**src/rtl/ttt_pkg.sv**
```systemverilog
// Shared types and constants for the transaction tracker.
// Used by every module in the rtl folder; depends on nothing else.
`default_nettype none
package ttt_pkg;

    localparam int TABLE_DEPTH = 16;
    localparam int TIME_W      = 32;
    localparam int ID_W        = 16;

    localparam logic [TIME_W-1:0] LIFETIME_RESET = TIME_W'(1000000);

    typedef enum logic [1:0] {
        ACT_CREATE = 2'd0,
        ACT_ACCEPT = 2'd1,
        ACT_REMOVE = 2'd2,
        ACT_CLEAR  = 2'd3
    } action_t;

    typedef enum logic [1:0] {
        STAT_DONE      = 2'd0,
        STAT_NO_ACCEPT = 2'd1,
        STAT_NOT_FOUND = 2'd2,
        STAT_FULL      = 2'd3
    } status_t;

    typedef enum logic [1:0] {
        ST_IDLE    = 2'd0,
        ST_EVAL    = 2'd1,
        ST_COMPACT = 2'd2,
        ST_DONE    = 2'd3
    } state_t;

    typedef enum logic [2:0] {
        CELL_HOLD     = 3'd0,
        CELL_MARK_AGE = 3'd1,
        CELL_MARK_ID  = 3'd2,
        CELL_ACCEPT   = 3'd3,
        CELL_CLEAR    = 3'd4,
        CELL_COMPACT  = 3'd5,
        CELL_INSERT   = 3'd6
    } cell_op_t;

    typedef struct packed {
        logic [ID_W-1:0]   id;
        logic [TIME_W-1:0] offer;
        logic [TIME_W-1:0] astamp;
        logic              seen;
    } entry_data_t;

    typedef struct packed {
        logic        valid;
        logic        kill;
        entry_data_t data;
    } entry_t;

    typedef struct packed {
        cell_op_t          op;
        logic [ID_W-1:0]   id;
        logic [TIME_W-1:0] now;
        logic [TIME_W-1:0] lifetime;
    } cell_cmd_t;

    typedef struct packed {
        logic              any_kill;
        logic              any_sel;
        logic              sel_seen;
        logic [TIME_W-1:0] sel_astamp;
        logic              head_valid;
        logic [ID_W-1:0]   head_id;
        logic              tail_valid;
    } chain_stat_t;

endpackage
`default_nettype wire

```
**src/rtl/ttt_cell.sv**
```systemverilog
// One table position: holds one entry and its drop mark.
// Depends on ttt_pkg; instantiated in a row by ttt_chain.
`default_nettype none
module ttt_cell (
    input  wire logic               clk,
    input  wire logic               rst_n,
    input  wire ttt_pkg::cell_cmd_t cmd,
    input  wire ttt_pkg::entry_t    prev_entry,
    input  wire ttt_pkg::entry_t    next_entry,
    input  wire logic               found_in,
    input  wire logic               hole_in,
    output ttt_pkg::entry_t         entry,
    output logic                    sel,
    output logic                    found_out,
    output logic                    hole_out
);

    logic                        valid_reg;
    logic                        valid_next;
    logic                        kill_reg;
    logic                        kill_next;
    ttt_pkg::entry_data_t        data_reg;
    ttt_pkg::entry_data_t        data_next;
    logic                        match;
    logic [ttt_pkg::TIME_W-1:0]  age;

    assign match     = valid_reg && (data_reg.id == cmd.id) && (cmd.id != '0);
    assign sel       = match && !found_in;
    assign found_out = found_in || match;
    assign hole_out  = hole_in || (valid_reg && kill_reg);
    assign age       = cmd.now - data_reg.offer;

    assign entry.valid = valid_reg;
    assign entry.kill  = kill_reg;
    assign entry.data  = data_reg;

    always_comb
    begin
        valid_next = valid_reg;
        kill_next  = kill_reg;
        data_next  = data_reg;
        unique case (cmd.op)
            ttt_pkg::CELL_HOLD:
            begin
            end
            ttt_pkg::CELL_MARK_AGE:
            begin
                kill_next = valid_reg && (age > cmd.lifetime);
            end
            ttt_pkg::CELL_MARK_ID:
            begin
                kill_next = sel;
            end
            ttt_pkg::CELL_ACCEPT:
            begin
                if (sel)
                begin
                    data_next.astamp = cmd.now;
                    data_next.seen   = 1'b1;
                end
            end
            ttt_pkg::CELL_CLEAR:
            begin
                valid_next = 1'b0;
                kill_next  = 1'b0;
            end
            ttt_pkg::CELL_COMPACT:
            begin
                if (hole_out)
                begin
                    valid_next = next_entry.valid;
                    kill_next  = next_entry.kill;
                    data_next  = next_entry.data;
                end
            end
            ttt_pkg::CELL_INSERT:
            begin
                valid_next = prev_entry.valid;
                kill_next  = prev_entry.kill;
                data_next  = prev_entry.data;
            end
            default:
            begin
            end
        endcase
    end

    always_ff @(posedge clk or negedge rst_n)
    begin
        if (!rst_n)
        begin
            valid_reg <= 1'b0;
            kill_reg  <= 1'b0;
        end
        else
        begin
            valid_reg <= valid_next;
            kill_reg  <= kill_next;
        end
    end

    always_ff @(posedge clk)
    begin
        data_reg <= data_next;
    end

endmodule
`default_nettype wire

```
**src/rtl/ttt_chain.sv**
```systemverilog
// Row of table cells linked to their neighbours, with the summary flags.
// Depends on ttt_pkg and ttt_cell.
`default_nettype none
module ttt_chain (
    input  wire logic               clk,
    input  wire logic               rst_n,
    input  wire ttt_pkg::cell_cmd_t cmd,
    output ttt_pkg::chain_stat_t    stat
);

    localparam int N = ttt_pkg::TABLE_DEPTH;

    ttt_pkg::entry_t cell_q [N];
    ttt_pkg::entry_t ins_entry;
    ttt_pkg::entry_t empty_entry;
    logic [N:0]      found;
    logic [N:0]      hole;
    logic [N-1:0]    sel;

    assign ins_entry.valid       = 1'b1;
    assign ins_entry.kill        = 1'b0;
    assign ins_entry.data.id     = cmd.id;
    assign ins_entry.data.offer  = cmd.now;
    assign ins_entry.data.astamp = '0;
    assign ins_entry.data.seen   = 1'b0;

    assign empty_entry = '0;

    assign found[0] = 1'b0;
    assign hole[0]  = 1'b0;

    for (genvar i = 0; i < N; i++)
    begin : g_cell
        ttt_pkg::entry_t prev_e;
        ttt_pkg::entry_t next_e;

        if (i == 0)
        begin : g_first
            assign prev_e = ins_entry;
        end
        else
        begin : g_mid_prev
            assign prev_e = cell_q[i-1];
        end

        if (i == N - 1)
        begin : g_last
            assign next_e = empty_entry;
        end
        else
        begin : g_mid_next
            assign next_e = cell_q[i+1];
        end

        ttt_cell u_cell (
            .clk        (clk),
            .rst_n      (rst_n),
            .cmd        (cmd),
            .prev_entry (prev_e),
            .next_entry (next_e),
            .found_in   (found[i]),
            .hole_in    (hole[i]),
            .entry      (cell_q[i]),
            .sel        (sel[i]),
            .found_out  (found[i+1]),
            .hole_out   (hole[i+1])
        );
    end

    always_comb
    begin
        logic                       seen_acc;
        logic [ttt_pkg::TIME_W-1:0] stamp_acc;
        seen_acc  = 1'b0;
        stamp_acc = '0;
        for (int k = 0; k < N; k++)
        begin
            seen_acc  = seen_acc | (sel[k] & cell_q[k].data.seen);
            stamp_acc = stamp_acc | ({ttt_pkg::TIME_W{sel[k]}} & cell_q[k].data.astamp);
        end
        stat.any_kill   = hole[N];
        stat.any_sel    = found[N];
        stat.sel_seen   = seen_acc;
        stat.sel_astamp = stamp_acc;
        stat.head_valid = cell_q[0].valid;
        stat.head_id    = cell_q[0].data.id;
        stat.tail_valid = cell_q[N-1].valid;
    end

endmodule
`default_nettype wire

```
**src/rtl/ttt_ctrl.sv**
```systemverilog
// Sequencer for the tracker: takes a transaction, steps the cell row and
// holds the result in an output register. Depends on ttt_pkg.
`default_nettype none
module ttt_ctrl (
    input  wire logic                          clk,
    input  wire logic                          rst_n,
    input  wire logic                          s_tvalid,
    output logic                               s_tready,
    input  wire ttt_pkg::action_t              in_action,
    input  wire logic [ttt_pkg::ID_W-1:0]      in_tid,
    input  wire logic [ttt_pkg::TIME_W-1:0]    in_now,
    input  wire logic [ttt_pkg::TIME_W-1:0]    lifetime,
    output logic                               m_tvalid,
    input  wire logic                          m_tready,
    output ttt_pkg::status_t                   out_status,
    output logic [ttt_pkg::ID_W-1:0]           out_new_id,
    output logic [ttt_pkg::TIME_W-1:0]         out_accept_time,
    output ttt_pkg::cell_cmd_t                 cmd,
    input  wire ttt_pkg::chain_stat_t          stat
);

    ttt_pkg::state_t             state_reg;
    ttt_pkg::state_t             state_next;
    ttt_pkg::action_t            action_reg;
    logic [ttt_pkg::ID_W-1:0]    tid_reg;
    logic [ttt_pkg::TIME_W-1:0]  now_reg;
    ttt_pkg::status_t            res_status_reg;
    ttt_pkg::status_t            res_status_next;
    logic [ttt_pkg::ID_W-1:0]    res_new_id_reg;
    logic [ttt_pkg::ID_W-1:0]    res_new_id_next;
    logic [ttt_pkg::TIME_W-1:0]  res_atime_reg;
    logic [ttt_pkg::TIME_W-1:0]  res_atime_next;
    logic                        out_valid_reg;
    logic                        out_valid_next;
    ttt_pkg::status_t            out_status_reg;
    logic [ttt_pkg::ID_W-1:0]    out_new_id_reg;
    logic [ttt_pkg::TIME_W-1:0]  out_atime_reg;
    logic                        out_load;
    logic [ttt_pkg::ID_W-1:0]    id_inc;
    logic [ttt_pkg::ID_W-1:0]    insert_id;

    assign id_inc    = stat.head_id + ttt_pkg::ID_W'(1);
    assign insert_id = (stat.head_valid && (id_inc != '0)) ? id_inc : ttt_pkg::ID_W'(1);
    assign out_load  = (state_reg == ttt_pkg::ST_DONE) && (!out_valid_reg || m_tready);

    assign m_tvalid        = out_valid_reg;
    assign out_status      = out_status_reg;
    assign out_new_id      = out_new_id_reg;
    assign out_accept_time = out_atime_reg;

    always_comb
    begin
        state_next = state_reg;
        unique case (state_reg)
            ttt_pkg::ST_IDLE:
            begin
                if (s_tvalid)
                begin
                    state_next = ttt_pkg::ST_EVAL;
                end
            end
            ttt_pkg::ST_EVAL:
            begin
                if (action_reg == ttt_pkg::ACT_CREATE || action_reg == ttt_pkg::ACT_REMOVE)
                begin
                    state_next = ttt_pkg::ST_COMPACT;
                end
                else
                begin
                    state_next = ttt_pkg::ST_DONE;
                end
            end
            ttt_pkg::ST_COMPACT:
            begin
                if (!stat.any_kill)
                begin
                    state_next = ttt_pkg::ST_DONE;
                end
            end
            ttt_pkg::ST_DONE:
            begin
                if (out_load)
                begin
                    state_next = ttt_pkg::ST_IDLE;
                end
            end
            default:
            begin
                state_next = ttt_pkg::ST_IDLE;
            end
        endcase
    end

    always_comb
    begin
        s_tready        = (state_reg == ttt_pkg::ST_IDLE);
        cmd.op          = ttt_pkg::CELL_HOLD;
        cmd.id          = tid_reg;
        cmd.now         = now_reg;
        cmd.lifetime    = lifetime;
        res_status_next = res_status_reg;
        res_new_id_next = res_new_id_reg;
        res_atime_next  = res_atime_reg;
        out_valid_next  = out_valid_reg && !m_tready;
        unique case (state_reg)
            ttt_pkg::ST_IDLE:
            begin
            end
            ttt_pkg::ST_EVAL:
            begin
                res_status_next = ttt_pkg::STAT_DONE;
                res_new_id_next = '0;
                res_atime_next  = '0;
                unique case (action_reg)
                    ttt_pkg::ACT_CREATE:
                    begin
                        cmd.op = ttt_pkg::CELL_MARK_AGE;
                    end
                    ttt_pkg::ACT_ACCEPT:
                    begin
                        cmd.op = ttt_pkg::CELL_ACCEPT;
                        if (!stat.any_sel)
                        begin
                            res_status_next = ttt_pkg::STAT_NOT_FOUND;
                        end
                    end
                    ttt_pkg::ACT_REMOVE:
                    begin
                        cmd.op = ttt_pkg::CELL_MARK_ID;
                        if (!stat.any_sel)
                        begin
                            res_status_next = ttt_pkg::STAT_NOT_FOUND;
                        end
                        else if (stat.sel_seen)
                        begin
                            res_atime_next = stat.sel_astamp;
                        end
                        else
                        begin
                            res_status_next = ttt_pkg::STAT_NO_ACCEPT;
                        end
                    end
                    ttt_pkg::ACT_CLEAR:
                    begin
                        cmd.op = ttt_pkg::CELL_CLEAR;
                    end
                    default:
                    begin
                    end
                endcase
            end
            ttt_pkg::ST_COMPACT:
            begin
                if (stat.any_kill)
                begin
                    cmd.op = ttt_pkg::CELL_COMPACT;
                end
                else if (action_reg == ttt_pkg::ACT_CREATE)
                begin
                    if (stat.tail_valid)
                    begin
                        res_status_next = ttt_pkg::STAT_FULL;
                    end
                    else
                    begin
                        cmd.op          = ttt_pkg::CELL_INSERT;
                        cmd.id          = insert_id;
                        res_new_id_next = insert_id;
                    end
                end
            end
            ttt_pkg::ST_DONE:
            begin
                if (out_load)
                begin
                    out_valid_next = 1'b1;
                end
            end
            default:
            begin
            end
        endcase
    end

    always_ff @(posedge clk or negedge rst_n)
    begin
        if (!rst_n)
        begin
            state_reg     <= ttt_pkg::ST_IDLE;
            out_valid_reg <= 1'b0;
        end
        else
        begin
            state_reg     <= state_next;
            out_valid_reg <= out_valid_next;
        end
    end

    always_ff @(posedge clk)
    begin
        if (s_tvalid && s_tready)
        begin
            action_reg <= in_action;
            tid_reg    <= in_tid;
            now_reg    <= in_now;
        end
        res_status_reg <= res_status_next;
        res_new_id_reg <= res_new_id_next;
        res_atime_reg  <= res_atime_next;
        if (out_load)
        begin
            out_status_reg <= res_status_reg;
            out_new_id_reg <= res_new_id_reg;
            out_atime_reg  <= res_atime_reg;
        end
    end

`ifndef SYNTHESIS
    a_accept_to_eval: assert property (@(posedge clk) disable iff (!rst_n)
        (s_tvalid && s_tready) |=> (state_reg == ttt_pkg::ST_EVAL))
        else $error("accepted transaction did not start evaluation");

    a_done_loads_output: assert property (@(posedge clk) disable iff (!rst_n)
        out_load |=> (out_valid_reg && state_reg == ttt_pkg::ST_IDLE))
        else $error("result was not moved to the output register");

    a_full_only_on_create: assert property (@(posedge clk) disable iff (!rst_n)
        (state_reg == ttt_pkg::ST_DONE && res_status_reg == ttt_pkg::STAT_FULL)
        |-> (action_reg == ttt_pkg::ACT_CREATE))
        else $error("table full reported for an action other than create");

    a_new_id_only_on_create: assert property (@(posedge clk) disable iff (!rst_n)
        (state_reg == ttt_pkg::ST_DONE && action_reg != ttt_pkg::ACT_CREATE)
        |-> (res_new_id_reg == '0))
        else $error("new ID given by an action other than create");
`endif

endmodule
`default_nettype wire

```
**src/rtl/transaction_tracker_with_timeout.sv**
```systemverilog
// Sequence: an accepted transaction passes through evaluation, then compaction for
// create and remove (repeated while entries marked for dropping remain), then done.
// Throughput: one transaction at a time; the next is taken in the cycle after the
// previous result is placed in the output register, paced by the cell row.
// Reset (rst_n, asynchronous, active low) empties the table and sets the
// lifetime register to 1000000 ticks. Depends on ttt_pkg, ttt_ctrl, ttt_chain.
`default_nettype none
module transaction_tracker_with_timeout (
    input  wire logic        clk,
    input  wire logic        rst_n,
    input  wire logic        s_tvalid,
    output logic             s_tready,
    input  wire logic [47:0] s_tdata,     // txn_id [15:0], now [47:16]
    input  wire logic [1:0]  s_tuser,     // action [1:0]
    output logic             m_tvalid,
    input  wire logic        m_tready,
    output logic [47:0]      m_tdata,     // new_id [15:0], accept_time [47:16]
    output logic [1:0]       m_tuser,     // status [1:0]
    input  wire logic        cfg_wr_en,
    input  wire logic [31:0] cfg_wr_data
);

    logic [ttt_pkg::TIME_W-1:0] lifetime_reg;
    ttt_pkg::cell_cmd_t         cmd;
    ttt_pkg::chain_stat_t       stat;
    ttt_pkg::action_t           in_action;
    ttt_pkg::status_t           out_status;
    logic [ttt_pkg::ID_W-1:0]   out_new_id;
    logic [ttt_pkg::TIME_W-1:0] out_accept_time;

    assign in_action = ttt_pkg::action_t'(s_tuser);
    assign m_tuser   = out_status;
    assign m_tdata   = {out_accept_time, out_new_id};

    always_ff @(posedge clk or negedge rst_n)
    begin
        if (!rst_n)
        begin
            lifetime_reg <= ttt_pkg::LIFETIME_RESET;
        end
        else if (cfg_wr_en)
        begin
            lifetime_reg <= cfg_wr_data;
        end
    end

    ttt_ctrl u_ctrl (
        .clk             (clk),
        .rst_n           (rst_n),
        .s_tvalid        (s_tvalid),
        .s_tready        (s_tready),
        .in_action       (in_action),
        .in_tid          (s_tdata[15:0]),
        .in_now          (s_tdata[47:16]),
        .lifetime        (lifetime_reg),
        .m_tvalid        (m_tvalid),
        .m_tready        (m_tready),
        .out_status      (out_status),
        .out_new_id      (out_new_id),
        .out_accept_time (out_accept_time),
        .cmd             (cmd),
        .stat            (stat)
    );

    ttt_chain u_chain (
        .clk   (clk),
        .rst_n (rst_n),
        .cmd   (cmd),
        .stat  (stat)
    );

endmodule
`default_nettype wire

```
**config.mk**
```make
export PLATFORM = sky130hd
export DESIGN_NAME = transaction_tracker_with_timeout
export DESIGN_NICKNAME = d
export VERILOG_FILES = /design/src/rtl/ttt_pkg.sv /design/src/rtl/ttt_cell.sv /design/src/rtl/ttt_chain.sv /design/src/rtl/ttt_ctrl.sv /design/src/rtl/transaction_tracker_with_timeout.sv
export SDC_FILE = /design/constraint.sdc
export NUM_CORES = 2
export LEC_CHECK = 0
export BUFFER_PORTS_ARGS = -buffer_cell sky130_fd_sc_hd__buf_2
export CAP_MARGIN = 25
export CELL_PAD_IN_SITES_DETAIL_PLACEMENT = 1
export CELL_PAD_IN_SITES_GLOBAL_PLACEMENT = 2
export CORE_UTILIZATION = 45
export DETAILED_ROUTE_END_ITERATION = 7
export MAX_ROUTING_LAYER = met4
export PLACE_DENSITY_LB_ADDON = 0.12
export SYNTH_ARGS = -nofsm -noshare
export SYNTH_HDL_FRONTEND = slang
export SYNTH_HIERARCHICAL = 1
export SYNTH_SLANG_ARGS = --single-unit
```
**constraint.sdc**
```tcl
create_clock -name clk -period 44 [get_ports clk]
set_input_delay 2.2 -clock clk [delete_from_list [all_inputs] [get_ports clk]]
set_output_delay 2.2 -clock clk [all_outputs]
set_load 0.005 [all_outputs]
```
==> impl_metrics.toml <==
[setup_path]
worst-path-buf-inv = 23
cp-end-kind = "register"
r2r_end = "u_ctrl/res_atime_reg[26]"
worstSetupPathType = "register to register"
worstReg2RegStart = "u_chain/g_cell[0].u_cell/valid_reg"
crit_fanout = 34
crit_family = "compound AO/OA/AOI/OAI gates"
startpoint_type = "register"
cpMostUsedCell = "inv_1"
r2r_slack_ns = 30.17
slowest_stage = "buf_4"
critPathMaxStageDelay_ns = 0.57
required_ns = 44.60
reg2reg_depth = 66
crit_arrival_ns = 14.43

[synthesis]
ys.flop_type = "edfxtp_1"
syn_area_um2 = 117000
synth_warnings = 6
ys_seq_elements = 1513
ys_seq_area_frac = 0.3856
synth_edf_count = 1446
syn_avg_cell_area_um2 = 8.846
synth_cell_type_count = 119
synthCells = 13230
async_flop_share = 0.04428

[power]
clockPowerShare = 0.227
p_leak_nw = 56.60
power_mw = 7.199
power.share.switching = 0.4398
combPwrFrac = 0.462
cellPowerDensity_nw_per_um2 = 56.00
p_seq_frac = 0.312
p_sw_mw = 3.166
max-vdd-ir-drop_mv = 0.04249
internal_power_mw = 4.033

[finish]
fin_util = 0.4990
stdcell_count = 16920
multi_input_area_um2 = 65340
layout_commonest_cell = "nand2_1"
final_nets = 14490
seq_area_um2 = 45110
largest_reg_flops = 1296
fillCellCount = 29780
drive_gt1_frac = 0.08929
syn_to_final_growth_pct = 9.887
final_cell_mix = "3,547 x nand2_1, 1,446 x edfxtp_1, 1,227 x inv_1"

[route]
drt_pass1_iterations = 6
routedWlPerCell_um = 32.30
dr_total_vias = 109100
routed_via_density = 6.450
drtIter0Drc = 11960
ant_nets = 0
wirelength_um = 546500
drc_errors = 0

[sta]
fmax_mhz = 72.29
fin_setup_tns_ns = 0
setup-violations-final = 0
holdWs_ns = 0.3982
fin_worst_skew_ns = 0.08176
fin_crit_ns = 13.83
fin_crit_sh = 0.3144
worst_pin_slew_ns = 1.218
slew_headroom = 0.1871
finalHoldViolations = 0
slew_violations = 0
grt_setup_unrepaired = "no"

[clocking]
cts-root-buf = "clkbuf_16"
tritoncts = "yes"
htree_levels = 4
postCtsSetupBuffers = 0
cts_resized = 0
cts_hold_buffers = 0
clk_latency_ns = 0.92
clk_pin_slew_worst_paths_ns = 0.06
clock_path_buffers = 3
cts.sinks = 1513
numCtsBuffers = 184

[min_path]
holdPathStages = 0
hold_path_class = "register to register"
hold_start = "u_ctrl/res_new_id_reg[11]"
min_to = "u_ctrl/out_new_id[11]"

[place]
dp_hpwl_um = 387300
gp_congestion = 0.9871
place.port_buffers = 138
numPlacedInstances = 16560

[global_route]
grt_max_degree = 172
track_usage = 0.4177
antenna_found_initial = 27
grt_pass1_vias = 111100
grt-ovfl-total = 0
grt_pass1_wl_um = 775200

[floorplanning]
fp.dieH_um = 511.9
die_w_um = 511.9
io-pin-count = 139
die_area_um2 = 262000
core-area_um2 = 257600
rows = 186
floorplan.initialDensity = 0.4541

[job]
drv_cap = 0

[outcome]
status = "finished, final reports clean"
-- worst max-delay path by stage --
stage                                       startpoint                                 to  slack [ns]  cells past startpoint
finish              u_chain/g_cell[0].u_cell/valid_reg           u_ctrl/res_atime_reg[26]       30.17                     66
global route        u_chain/g_cell[0].u_cell/valid_reg           u_ctrl/res_atime_reg[26]       28.95                     66
detailed placement  u_chain/g_cell[0].u_cell/valid_reg            u_ctrl/res_atime_reg[2]       30.27                     67
floorplan            u_chain/g_cell[0].u_cell/kill_reg  u_chain/g_cell[4].u_cell/entry[0]       29.91                     38
CTS                 u_chain/g_cell[0].u_cell/valid_reg           u_ctrl/res_atime_reg[26]       30.17                     67
global placement    u_chain/g_cell[0].u_cell/valid_reg            u_ctrl/res_atime_reg[0]       30.60                     68
-- cell usage after synthesis, types with 82 or more instances --
cell type / count / area share
nand4_1: 262 / 0.014
xor2_1: 211 / 0.016
a221oi_1: 120 / 0.0090
edfxtp_1: 1446 / 0.37
nor2b_1: 98 / 0.0052
nor4_1: 91 / 0.0049
xnor2_1: 460 / 0.034
a22o_1: 128 / 0.0096
nand2b_1: 106 / 0.0057
ha_1: 1017 / 0.11
a21oi_1: 596 / 0.025
clkbuf_1: 378 / 0.012
o21a_1: 118 / 0.0076
o21ai_0: 332 / 0.014
a31oi_1: 88 / 0.0047
nor2_1: 393 / 0.013
buf_4: 82 / 0.0053
nand2_1: 3548 / 0.11
inv_1: 1239 / 0.040
a21o_1: 287 / 0.018
a22oi_1: 545 / 0.035
nand3_1: 194 / 0.0083
nor3_1: 105 / 0.0045
-- kinds of logic after synthesis --
family | count (synthesis) | synth area share
AO/OA/AOI/OAI | 2967 | 0.1867
XOR/XNOR | 671 | 0.05023
adder cells (fa/ha/maj) | 1033 | 0.1115
buffers and inverters | 1803 | 0.06472
flip-flops | 1513 | 0.3856
multiplexers | 100 | 0.01041
other | 2 | 0.00006419
AND/OR/NAND/NOR | 5136 | 0.1909
-- through the flow --
stage	instance area (µm²)	setup slack [ns]
2_1_floorplan	117400	29.91
3_3_place_gp	121900	30.60
3_5_place_dp	122100	30.27
4_1_cts	128500	30.17
5_1_grt	128600	28.95
6_report	128600	30.17
-- per-layer routing --
layer,track usage,wire [µm],vias to the layer above
met5,-,0,-
met1,0.5143,215400,54770
met4,0.2584,40420,0
met3,0.07283,48580,1608
li1,-,-,47140
met2,0.6375,242000,5612
-- final cells by class --
class / instances / area share
sequential: 1513 / 0.3509
antenna: 7 / 0.0001363
inverter: 1241 / 0.03624
timing repair buffer: 399 / 0.02170
clock buffer: 232 / 0.03834
multi-input combinational: 10030 / 0.5083
tap: 3384 / 0.03294
clock inverter: 115 / 0.01147
-- power by group through the flow --
stage	clock [mW]	sequential, mW	combinational, mW
6_report	1.63	2.24	3.32
5_1_grt	1.69	2.25	3.58
4_1_cts	1.65	2.23	3.25
3_5_place_dp	0	2.26	3.22
3_3_place_gp	0	2.26	3.08
2_1_floorplan	0	2.12	2.18
Power figures use the tool's default switching activity.
